$ cat config.mk
export PLATFORM = sky130hd
export DESIGN_NAME = allowed_fast_set_generator_top
export DESIGN_NICKNAME = d
export VERILOG_FILES = /design/src/rtl/core/afsg_pkg.sv /design/src/rtl/core/afsg_ram.sv /design/src/rtl/core/afsg_ctrl.sv /design/src/rtl/core/afsg_dp.sv /design/src/rtl/core/allowed_fast_set_generator_top.sv
export SDC_FILE = /design/constraint.sdc
export NUM_CORES = 2
export LEC_CHECK = 0
export ABC_AREA = 1
export BUFFER_PORTS_ARGS = -buffer_cell sky130_fd_sc_hd__buf_2
export CAP_MARGIN = 15
export CORE_UTILIZATION = 52
export CTS_CLUSTER_DIAMETER = 100
export CTS_CLUSTER_SIZE = 20
export DETAILED_ROUTE_END_ITERATION = 10
export GPL_TIMING_DRIVEN = 0
export PLACE_DENSITY = 0.7
export SLEW_MARGIN = 20
export SYNTH_ARGS = -nofsm -noshare
export SYNTH_HDL_FRONTEND = slang
export SYNTH_SLANG_ARGS = --single-unit
$ cat constraint.sdc
create_clock -name clock -period 10.8 [get_ports clock]
set_input_delay 0 -clock clock [delete_from_list [all_inputs] [get_ports clock]]
set_output_delay 0 -clock clock [all_outputs]
set_load 0.005 [all_outputs]
$ cat src/rtl/core/afsg_pkg.sv
`default_nettype none
package afsg_pkg;
   localparam logic [31:0] H0 = 32'h67452301;
   localparam logic [31:0] H1 = 32'hEFCDAB89;
   localparam logic [31:0] H2 = 32'h98BADCFE;
   localparam logic [31:0] H3 = 32'h10325476;
   localparam logic [31:0] H4 = 32'hC3D2E1F0;
   localparam logic [15:0] REHASH_LIMIT = 16'hFFFF;

   localparam logic [2:0] CSR_NUM_PIECES = 3'd0;
   localparam logic [2:0] CSR_FAST_SET_SIZE = 3'd1;
   localparam logic [2:0] CSR_HASH_0_7 = 3'd2;
   localparam logic [2:0] CSR_HASH_8_15 = 3'd3;
   localparam logic [2:0] CSR_HASH_16_19 = 3'd4;

   typedef enum logic [3:0] {
      ST_IDLE, ST_HASH, ST_MOD, ST_SCAN, ST_SCAN_WAIT, ST_NEXT, ST_EMIT_RD, ST_EMIT
   } state_type;

   typedef struct packed {
      logic load_first;
      logic load_rehash;
      logic hash_step;
      logic hash_done;
      logic mod_start;
      logic scan_clear;
      logic scan_step;
      logic append;
      logic word_next;
      logic emit_clear;
      logic emit_step;
   } cmd_type;

   typedef struct packed {
      logic hash_last;
      logic mod_done;
      logic scan_end;
      logic scan_hit;
      logic word_last;
      logic full;
      logic round_limit;
      logic emit_end;
   } sts_type;

   function automatic logic [31:0] sha_k(input logic [6:0] t);
      if (t < 7'd20) return 32'h5A827999;
      else if (t < 7'd40) return 32'h6ED9EBA1;
      else if (t < 7'd60) return 32'h8F1BBCDC;
      else return 32'hCA62C1D6;
   endfunction

   function automatic logic [31:0] sha_f(input logic [6:0] t, input logic [31:0] b,
                                         input logic [31:0] c, input logic [31:0] d);
      if (t < 7'd20) return (b & c) | (~b & d);
      else if (t < 7'd40) return b ^ c ^ d;
      else if (t < 7'd60) return (b & c) | (b & d) | (c & d);
      else return b ^ c ^ d;
   endfunction
endpackage
`default_nettype wire

$ cat src/rtl/core/afsg_ram.sv
`default_nettype none
module afsg_ram #(
   parameter int WIDTH = 32,
   parameter int DEPTH = 64
) (
   input  wire logic                     clock,
   input  wire logic                     wr_en,
   input  wire logic [$clog2(DEPTH)-1:0] wr_addr,
   input  wire logic [WIDTH-1:0]         wr_data,
   input  wire logic [$clog2(DEPTH)-1:0] rd_addr,
   output logic      [WIDTH-1:0]         rd_data
);
   logic [WIDTH-1:0] mem [DEPTH];
   always_ff @(posedge clock) begin
      if (wr_en) mem[wr_addr] <= wr_data;
      rd_data <= mem[rd_addr];
   end
endmodule
`default_nettype wire

$ cat src/rtl/core/afsg_ctrl.sv
`default_nettype none
module afsg_ctrl import afsg_pkg::*; (
   input  wire logic    clock,
   input  wire logic    reset,
   input  wire logic    start,
   input  wire sts_type sts,
   output cmd_type      cmd,
   output logic         busy
);
   state_type state_ff, state_in;

   always_ff @(posedge clock) begin
      if (reset) state_ff <= ST_IDLE;
      else state_ff <= state_in;
   end

   always_comb begin
      state_in = state_ff;
      cmd = '0;
      busy = (state_ff != ST_IDLE);
      unique case (state_ff)
         ST_IDLE: begin
            if (start) begin
               cmd.load_first = 1'b1;
               state_in = ST_HASH;
            end
         end
         ST_HASH: begin
            cmd.hash_step = 1'b1;
            if (sts.hash_last) begin
               cmd.hash_done = 1'b1;
               state_in = ST_NEXT;
            end
         end
         ST_NEXT: begin
            // decide what follows a finished hash or a finished word
            priority if (sts.full || sts.round_limit) begin
               cmd.emit_clear = 1'b1;
               state_in = ST_EMIT_RD;
            end else if (sts.word_last) begin
               cmd.load_rehash = 1'b1;
               state_in = ST_HASH;
            end else begin
               cmd.mod_start = 1'b1;
               state_in = ST_MOD;
            end
         end
         ST_MOD: begin
            if (sts.mod_done) begin
               cmd.scan_clear = 1'b1;
               state_in = ST_SCAN;
            end
         end
         ST_SCAN: begin
            if (sts.scan_end) begin
               cmd.append = 1'b1;
               cmd.word_next = 1'b1;
               state_in = ST_NEXT;
            end else begin
               cmd.scan_step = 1'b1;
               state_in = ST_SCAN_WAIT;
            end
         end
         ST_SCAN_WAIT: begin
            if (sts.scan_hit) begin
               cmd.word_next = 1'b1;
               state_in = ST_NEXT;
            end else state_in = ST_SCAN;
         end
         ST_EMIT_RD: begin
            if (sts.emit_end) state_in = ST_IDLE;
            else begin
               cmd.emit_step = 1'b1;
               state_in = ST_EMIT;
            end
         end
         ST_EMIT: state_in = ST_EMIT_RD;
         default: state_in = ST_IDLE;
      endcase
   end
endmodule
`default_nettype wire

$ cat src/rtl/core/afsg_dp.sv
`default_nettype none
module afsg_dp import afsg_pkg::*; #(
   parameter int MAX_FAST_SET = 64
) (
   input  wire logic        clock,
   input  wire logic        reset,
   input  wire cmd_type     cmd,
   output sts_type          sts,
   input  wire logic [31:0] peer_ipv4,
   input  wire logic [31:0] num_pieces,
   input  wire logic [6:0]  fast_set_size,
   input  wire logic [63:0] hash_0_7,
   input  wire logic [63:0] hash_8_15,
   input  wire logic [31:0] hash_16_19,
   output logic             rsp_valid,
   output logic [31:0]      rsp_piece_index,
   output logic             rsp_last_of_set
);
   localparam int AW = (MAX_FAST_SET > 1) ? $clog2(MAX_FAST_SET) : 1;
   localparam logic [6:0] MAX_SET = 7'(MAX_FAST_SET);

   logic [31:0] w_ff [16];
   logic [31:0] a_ff, b_ff, c_ff, d_ff, e_ff;
   logic [31:0] dig_ff [5];
   logic [6:0]  t_ff;
   logic [2:0]  word_ff;
   logic [15:0] rounds_ff;
   logic [6:0]  target_ff, count_ff, scan_ff;
   logic [31:0] rem_ff, dvd_ff, idx_ff;
   logic [5:0]  bit_ff;
   logic        mod_busy_ff;
   logic        rsp_valid_ff, rsp_last_ff;
   logic [31:0] ram_rd;

   logic [31:0] w_new, tmp, w_cur, mcipher;
   logic [32:0] rsh;
   logic [6:0]  tgt;

   assign w_cur = w_ff[0];
   assign w_new = {w_ff[13] ^ w_ff[8] ^ w_ff[2] ^ w_ff[0]} << 1
                | {31'd0, (w_ff[13][31] ^ w_ff[8][31] ^ w_ff[2][31] ^ w_ff[0][31])};
   assign tmp = {a_ff[26:0], a_ff[31:27]} + sha_f(t_ff, b_ff, c_ff, d_ff) + e_ff
              + sha_k(t_ff) + w_cur;
   assign rsh = {rem_ff, dvd_ff[31]};
   assign mcipher = (rsh >= {1'b0, num_pieces}) ? 32'(rsh - {1'b0, num_pieces}) : rsh[31:0];

   always_comb begin
      tgt = fast_set_size;
      if ({25'd0, tgt} > num_pieces) tgt = num_pieces[6:0];
      if (tgt > MAX_SET) tgt = MAX_SET;
   end

   always_ff @(posedge clock) begin
      if (cmd.load_first) begin
         w_ff[0] <= peer_ipv4 & ((peer_ipv4[31] & peer_ipv4[30]) ? 32'hFFFFFF00 : 32'hFFFF0000);
         w_ff[1] <= hash_0_7[63:32];
         w_ff[2] <= hash_0_7[31:0];
         w_ff[3] <= hash_8_15[63:32];
         w_ff[4] <= hash_8_15[31:0];
         w_ff[5] <= hash_16_19;
         w_ff[6] <= 32'h80000000;
         for (int i = 7; i < 15; i++) w_ff[i] <= '0;
         w_ff[15] <= 32'd192;
      end else if (cmd.load_rehash) begin
         for (int i = 0; i < 5; i++) w_ff[i] <= dig_ff[i];
         w_ff[5] <= 32'h80000000;
         for (int i = 6; i < 15; i++) w_ff[i] <= '0;
         w_ff[15] <= 32'd160;
      end else if (cmd.hash_step) begin
         for (int i = 0; i < 15; i++) w_ff[i] <= w_ff[i+1];
         w_ff[15] <= w_new;
      end
      if (cmd.load_first || cmd.load_rehash) begin
         a_ff <= H0; b_ff <= H1; c_ff <= H2; d_ff <= H3; e_ff <= H4;
      end else if (cmd.hash_step) begin
         a_ff <= tmp; b_ff <= a_ff; c_ff <= {b_ff[1:0], b_ff[31:2]};
         d_ff <= c_ff; e_ff <= d_ff;
      end
      if (cmd.hash_done) begin
         dig_ff[0] <= H0 + tmp;
         dig_ff[1] <= H1 + a_ff;
         dig_ff[2] <= H2 + {b_ff[1:0], b_ff[31:2]};
         dig_ff[3] <= H3 + c_ff;
         dig_ff[4] <= H4 + d_ff;
      end
      if (cmd.mod_start) begin
         dvd_ff <= dig_ff[word_ff];
         rem_ff <= '0;
         bit_ff <= 6'd32;
      end else if (mod_busy_ff) begin
         rem_ff <= mcipher;
         dvd_ff <= {dvd_ff[30:0], 1'b0};
         bit_ff <= bit_ff - 6'd1;
      end
      if (mod_busy_ff && bit_ff == 6'd1) idx_ff <= mcipher;
   end

   always_ff @(posedge clock) begin
      if (reset) begin
         t_ff <= '0; word_ff <= '0; rounds_ff <= '0; target_ff <= '0;
         count_ff <= '0; scan_ff <= '0; mod_busy_ff <= 1'b0;
         rsp_valid_ff <= 1'b0; rsp_last_ff <= 1'b0;
      end else begin
         rsp_valid_ff <= cmd.emit_step;
         rsp_last_ff <= cmd.emit_step && (scan_ff + 7'd1 == count_ff);
         if (cmd.load_first) begin
            target_ff <= tgt;
            count_ff <= '0;
            rounds_ff <= '0;
         end
         if (cmd.load_first || cmd.load_rehash) t_ff <= '0;
         else if (cmd.hash_step) t_ff <= t_ff + 7'd1;
         if (cmd.hash_done) word_ff <= '0;
         else if (cmd.word_next) word_ff <= word_ff + 3'd1;
         if (cmd.load_rehash) rounds_ff <= rounds_ff + 16'd1;
         if (cmd.mod_start) mod_busy_ff <= 1'b1;
         else if (mod_busy_ff && bit_ff == 6'd1) mod_busy_ff <= 1'b0;
         if (cmd.scan_clear || cmd.emit_clear) scan_ff <= '0;
         else if (cmd.scan_step || cmd.emit_step) scan_ff <= scan_ff + 7'd1;
         if (cmd.append) count_ff <= count_ff + 7'd1;
      end
   end

   afsg_ram #(.WIDTH(32), .DEPTH(1 << AW)) u_set (
      .clock   (clock),
      .wr_en   (cmd.append),
      .wr_addr (count_ff[AW-1:0]),
      .wr_data (idx_ff),
      .rd_addr (scan_ff[AW-1:0]),
      .rd_data (ram_rd)
   );

   // ram_rd holds entry scan_ff-1 while waiting
   assign sts.hash_last = (t_ff == 7'd79);
   assign sts.mod_done = mod_busy_ff && bit_ff == 6'd1;
   assign sts.scan_end = (scan_ff == count_ff);
   assign sts.scan_hit = (ram_rd == idx_ff);
   assign sts.word_last = (word_ff == 3'd5);
   assign sts.full = (count_ff >= target_ff);
   assign sts.round_limit = sts.word_last && (rounds_ff == REHASH_LIMIT);
   assign sts.emit_end = (scan_ff == count_ff);

   assign rsp_valid = rsp_valid_ff;
   assign rsp_piece_index = ram_rd;
   assign rsp_last_of_set = rsp_last_ff;
endmodule
`default_nettype wire

$ cat src/rtl/core/allowed_fast_set_generator_top.sv
// Each digest comes from one SHA-1 block; each digest word takes a bit-serial modulo
// and a scan of the stored indices; the results then stream out of the set.
// One request at a time; busy stays high until the last result has been shown.
// The receiver cannot stall. Synchronous reset clears the control state and counters
// and loads the CSR defaults; the hash and modulo datapath registers are not reset.
`default_nettype none
module allowed_fast_set_generator_top import afsg_pkg::*; #(
   parameter int MAX_FAST_SET = 64
) (
   input  wire logic        clock,
   input  wire logic        reset,
   input  wire logic        start,
   output logic             busy,
   input  wire logic [31:0] req_peer_ipv4,
   output logic             rsp_valid,
   output logic [31:0]      rsp_piece_index,
   output logic             rsp_last_of_set,
   input  wire logic        csr_wr_en,
   input  wire logic [2:0]  csr_index,
   input  wire logic [63:0] csr_wr_data
);
   cmd_type cmd;
   sts_type sts;
   logic [31:0] num_pieces_ff, hash_16_19_ff;
   logic [6:0]  fast_set_size_ff;
   logic [63:0] hash_0_7_ff, hash_8_15_ff;

   always_ff @(posedge clock) begin
      if (reset) begin
         num_pieces_ff <= 32'd1; fast_set_size_ff <= 7'd10;
         hash_0_7_ff <= '0; hash_8_15_ff <= '0; hash_16_19_ff <= '0;
      end else if (csr_wr_en) begin
         unique case (csr_index)
            CSR_NUM_PIECES: num_pieces_ff <= csr_wr_data[31:0];
            CSR_FAST_SET_SIZE: fast_set_size_ff <= csr_wr_data[6:0];
            CSR_HASH_0_7: hash_0_7_ff <= csr_wr_data;
            CSR_HASH_8_15: hash_8_15_ff <= csr_wr_data;
            CSR_HASH_16_19: hash_16_19_ff <= csr_wr_data[31:0];
            default: ;
         endcase
      end
   end

   afsg_ctrl u_ctrl (
      .clock(clock), .reset(reset), .start(start), .sts(sts), .cmd(cmd), .busy(busy)
   );

   afsg_dp #(.MAX_FAST_SET(MAX_FAST_SET)) u_dp (
      .clock(clock), .reset(reset), .cmd(cmd), .sts(sts), .peer_ipv4(req_peer_ipv4),
      .num_pieces(num_pieces_ff), .fast_set_size(fast_set_size_ff),
      .hash_0_7(hash_0_7_ff), .hash_8_15(hash_8_15_ff), .hash_16_19(hash_16_19_ff),
      .rsp_valid(rsp_valid), .rsp_piece_index(rsp_piece_index),
      .rsp_last_of_set(rsp_last_of_set)
   );
endmodule
`default_nettype wire

Yosys cells after proc, flatten, opt, wreduce, memory -nomap -nowiden
Memory sizes are Yosys's and may differ from the RTL's. A register that Yosys moved wholly into a read port is not among the register bits. Index checks and enable logic that the tools add are counted.

Memory bits (writable): 2720. Register bits: 515. Input port bits: 103. Output and inout bits: 35. Logic and storage cells: 239. Memories kept: 3.

Memory list: u_dp.u_set.mem (depth 64, width 32, read ports 1, clocked after memory_dff 1, wr ports 1, line afsg_ram.sv:13) `logic [WIDTH-1:0] mem [DEPTH];`; u_dp.w_ff (depth 16, width 32, read ports 16, clocked after memory_dff 0, wr ports 16, line afsg_dp.sv:22) `logic [31:0] w_ff [16];`; u_dp.dig_ff (depth 5, width 32, read ports 6, clocked after memory_dff 1, wr ports 5, line afsg_dp.sv:24) `logic [31:0] dig_ff [5];`.

Bitwise operators: 51. Reductions and logical operators: 23. $lt $le $gt $ge: 7. Muxes and demuxes: 94. $add $sub $neg: 16. Eq/ne operators: 21.

Operators with widths (number): $mux W32 (40); $and A32 B32 Y32 (5); $add A32 B32 Y32 (4); $add A32 B32 Y32 const A (3); $or A32 B32 Y32 (3); $xor A31 B31 Y31 (3); $xor A32 B32 Y32 (2); $mux W16 (3); $ge A33 B32 Y1 (1); $add A29 B32 Y32 const A (1); $add A31 B32 Y32 const A (1); $eq A32 B32 Y1 (1); $gt A7 B32 Y1 (1); $mux W1 (32); $not A32 Y32 (1); $or A1 B1 Y1 (32); $or A32 B1 Y32 (1); $pmux W4 S8 (1); $sub A32 B32 Y32 (1); $mux W31 (1); $mux W7 (4); $add A7 B1 Y7 const B (3); $add A16 B1 Y16 const B (1); $eq A16 B16 Y1 const B (1); 31 further kinds (66).

Longest topological paths before layout
Word-level depth: 11. Gate-level depth with buffers: 34. Depth with buffers taken out: 33.

Cells and area by module
Synthesis repeated with hierarchy kept, for this count alone.

Cell total of the unflattened synthesis: 13779. Area, all modules: 143262.4 um2.

By module, submodules not included: afsg_ram (seq. area each 62139.6 um2, area an instance 82785.6 um2, times used 1, cells an instance 6785); afsg_dp (seq. area each 27126.0 um2, area an instance 52069.9 um2, times used 1, cells an instance 5774); allowed_fast_set_generator_top (seq. area each 3983.8 um2, area an instance 8075.2 um2, times used 1, cells an instance 1158); afsg_ctrl (seq. area each 60.1 um2, area an instance 331.6 um2, times used 1, cells an instance 62).

Least setup slack after synthesis
No wires, ideal clock.

Kind: reg-to-reg. Start: register u_ctrl.state_ff[0]. End: register with a tool-made name. Library setup time: 0.132 ns. Data arrival time: 8.325 ns. Clock period less this slack: 8.457 ns. Path slack: 2.343 ns. Required time: 10.668 ns. Buffers on the path: 0. Stages on the path, launching flop included: 8. Cells stage by stage: dfxtp_1 -> inv_1 -> nor3_1 -> inv_2 -> nor2_1 -> nor2_1 -> o21ai_0 -> a21oi_1.

RTL lines: start, declared (line afsg_ctrl.sv:10) `state_type state_ff, state_in;`; start signal, assigned (line afsg_ctrl.sv:14) `else state_ff <= state_in;`.

==> impl_metrics.tcl <==
set metrics [dict create \
    synthArstFlopShare_pct 0 \
    p_clk_share_pct 15.0 \
    place.gp.congestion 1.052 \
    num_vias 110640 \
    wl_mm 595.1 \
    finClkSkew_ps 112.0 \
    relSlewSlack_pct 6.566 \
    p_seq_share_pct 34.0 \
    place_ws_ps 2702 \
    die_area_mm2 0.2708 \
    grt_usage_pct 43.24 \
    grt_pass1_wl_mm 807.2 \
    cts.sinks 3269 \
    cp_top_family "simple AND/OR/NAND/NOR gates" \
    area_delta_synth_final_pct 12.94 \
    place_inst 16564 \
    syn_inst 12627 \
    switching_share_pct 47.74 \
    p_int_mw 26.81 \
    antenna_left 0 \
    place_area_mm2 0.1509 \
    synthFlopType "edfxtp_1" \
    maxCapViolations 0 \
    cp.arrival_ps 9020 \
    pin_count 138 \
    reg2reg_slack_ps 2470 \
    outcome "finished, final reports clean" \
    wl_per_cell_um 34.91 \
    synth_warnings 0 \
    grt_antenna_before_repair 52 \
    clock.fmax_mhz 120.0 \
    critPathMaxFanout 10 \
    grt_overflow_total 0 \
    yosys.area.top_type "edfxtp_1" \
    ir_worst_vdd_v 0.0008116 \
    synthTopCellsByArea "edfxtp_1 60%, dfxtp_1 6.9%, nor2_1 6.5%" \
    synth_most_common_cell "edfxtp_1" \
    fp-row-count 189 \
    die_y_um 520.4 \
    clkLatencyLatePin_ps 980 \
    ctsHtreeMaxLevel 4 \
    cts.clk_slew.worst_paths_ps 90 \
    numCtsBuffers 188 \
    dr.pass1.iters 6 \
    finalSetupTns_ps 0 \
    netlist_top_cells_count "2784 x edfxtp_1, 2435 x nor2_1, 1719 x o21ai_0" \
    fin_nets 13672 \
    drtIter0Drc 17993 \
    synth_nets 12946 \
    p_leak_nw 56.19 \
    drc_errors 0 \
    core_mm2 0.2663 \
    avgViaCountPerCell 6.490 \
    ctsLongestPathBuffers 4 \
    nFillCells 21856 \
    finalWorstSetupSlack_ps 2467 \
    worst_path_most_repeated_cell "nand2_1" \
    layout_min_cycle_time_ps 8333 \
    power_frac_comb_pct 51.0 \
    synth_top_area_share_pct 59.83 \
    tritoncts "built" \
    grt_start_max_net_pins 84 \
    start_util_pct 52.47 \
    worstMarginPinSlew_ps 1402 \
    cp_slowest_cell "clkbuf_1" \
    port_buffers 128 \
    yosysSeqAreaShare_pct 66.78 \
    synth_seq_cells 3269 \
    dieWidth_um 520.4 \
    ctsResizeCount 0 \
    maxSlewViolCount 0 \
    syn_area_mm2 0.1397 \
    p_total_mw 51.30 \
    dpl.hpwl_mm 449.0 \
    first_global_vias 103479 \
    root_buffer "clkbuf_16" \
    fin_area_mm2 0.1578 \
    finalSetupViolations 0 \
    avgSynthCellArea_um2 11.07 \
    holdPathStages 4 \
    ys_types 59 \
    p_sw_mw 24.49 \
    r2r_cells 28 \
    required_ps 11490 \
    crit_path_end_kind "register" \
    cp_slowest_stage_delay_ps 820 \
    instances_no_fill 17047 \
    synth-edff-count 2784 \
    worstSetupPathType "register to register" \
    crit_path_start_kind "register" \
    drive_gt1_share_pct 6.775 \
    rsz0062_at_grt "false" \
    whs_ps 44.47 \
    finalHoldViolations 0 \
    finalCoreUtilization_pct 59.26 \
    power_density_mw_per_mm2 325.1 \
    critical_path_buf_inv_count 5 \
    hold_path_class "input pin to register" \
    cp.depth 28 \
    finalCritPeriodShare_pct 77.16 \
]
-- logic make-up after synthesis --
kind of cell    synth area share [%]
mux                           0.2292
buf+inv                        4.699
compound gates                 12.37
xor+xnor                       1.701
flops                          66.78
simple gates                   11.63
fa+ha+maj                      2.584
-- placed cells by master (no fill, tap or decap), drive strengths merged, types with 5 or more instances in the layout --
| master | n |
|---|---|
| fa | 121 |
| edfxtp | 2784 |
| a22o | 31 |
| a31oi | 65 |
| a211oi | 75 |
| nand4 | 71 |
| nand3 | 236 |
| o32ai | 24 |
| ha | 95 |
| nand2 | 1033 |
| o22ai | 712 |
| dfxtp | 485 |
| clkbuf | 901 |
| xor2 | 192 |
| xnor2 | 76 |
| or2 | 42 |
| o21ai | 1731 |
| o21a | 5 |
| buf | 546 |
| o221ai | 59 |
| and2 | 13 |
| nor2 | 2450 |
| a221oi | 8 |
| a21oi | 343 |
| nand3b | 13 |
| nor4 | 10 |
| nor3 | 176 |
| diode | 23 |
| o211ai | 22 |
| mux2i | 32 |
| inv | 972 |
| clkinv | 11 |
| dlygate4sd3 | 131 |
-- flip-flops by register name (all words and copies together) (netlist names), 64 cells and up, named ones only --
| signal | count |
|---|---|
| u_dp.w_ff | 512 |
| u_dp.dig_ff | 160 |
| hash_8_15_ff | 64 |
| hash_0_7_ff | 64 |
| u_dp.u_set.mem | 2048 |
-- power by group through the flow --
| stage | registers (mW) | clock network (mW) | logic (mW) |
|---|---|---|---|
| 6_report | 17.5 | 7.68 | 26.2 |
| 5_1_grt | 17.5 | 8.04 | 28.3 |
| 4_1_cts | 17.4 | 7.64 | 25.6 |
| 3_5_place_dp | 17.7 | 0 | 25.4 |
| 3_3_place_gp | 18.0 | 0 | 25.1 |
| 2_1_floorplan | 17.3 | 0 | 16.3 |
-- layer usage --
| layer | GRT usage (%) | wire [um] | vias up |
|---|---|---|---|
| li1 | - | - | 45849 |
| met4 | 38.23 | 65300 | 36 |
| met3 | 11.40 | 74060 | 2162 |
| met2 | 64.36 | 256100 | 8635 |
| met5 | 0 | 230 | - |
| met1 | 52.11 | 199400 | 53958 |
-- worst register-to-register path: cells and delay by family, from the launching register on --
kind,cells,cell delay (ps)
AOI/OAI and AO/OA,2,490
buffers and inverters,5,1660
xor gates and xnor gates,1,460
and+or+nand+nor,16,3160
DFF,1,460
adders and majority gates,4,1910
-- timing repair --
action                                 CTS  global route
setup buffers                            0             0
hold buffers                           131             0
endpoints found under the hold margin  227             0
setup endpoints to repair                0             0
-- layout make-up --
class	count	area (um2)	area share, %
Sequential cell	3269	93310	59.13
Multi-Input combinational cell	7661	40360	25.58
Timing Repair Buffer	536	7580	4.804
Clock buffer	310	5258	3.332
Tap cell	3533	4420	2.801
Inverter	965	3627	2.299
Buffer	732	2970	1.882
Clock inverter	18	210.2	0.1332
Antenna cell	23	57.56	0.03647
-- final timing paths --
check | startpoint | end
worst min-delay path | csr_wr_data[26] | hash_0_7_ff[26]
worst max register to register | u_dp.t_ff[3] | u_dp.dig_ff[0][22]
worst min register to register | hash_8_15_ff[28] | hash_8_15_ff[28]
worst max-delay path | u_dp.t_ff[3] | u_dp.dig_ff[0][22]
Power figures use the tool's default switching activity.
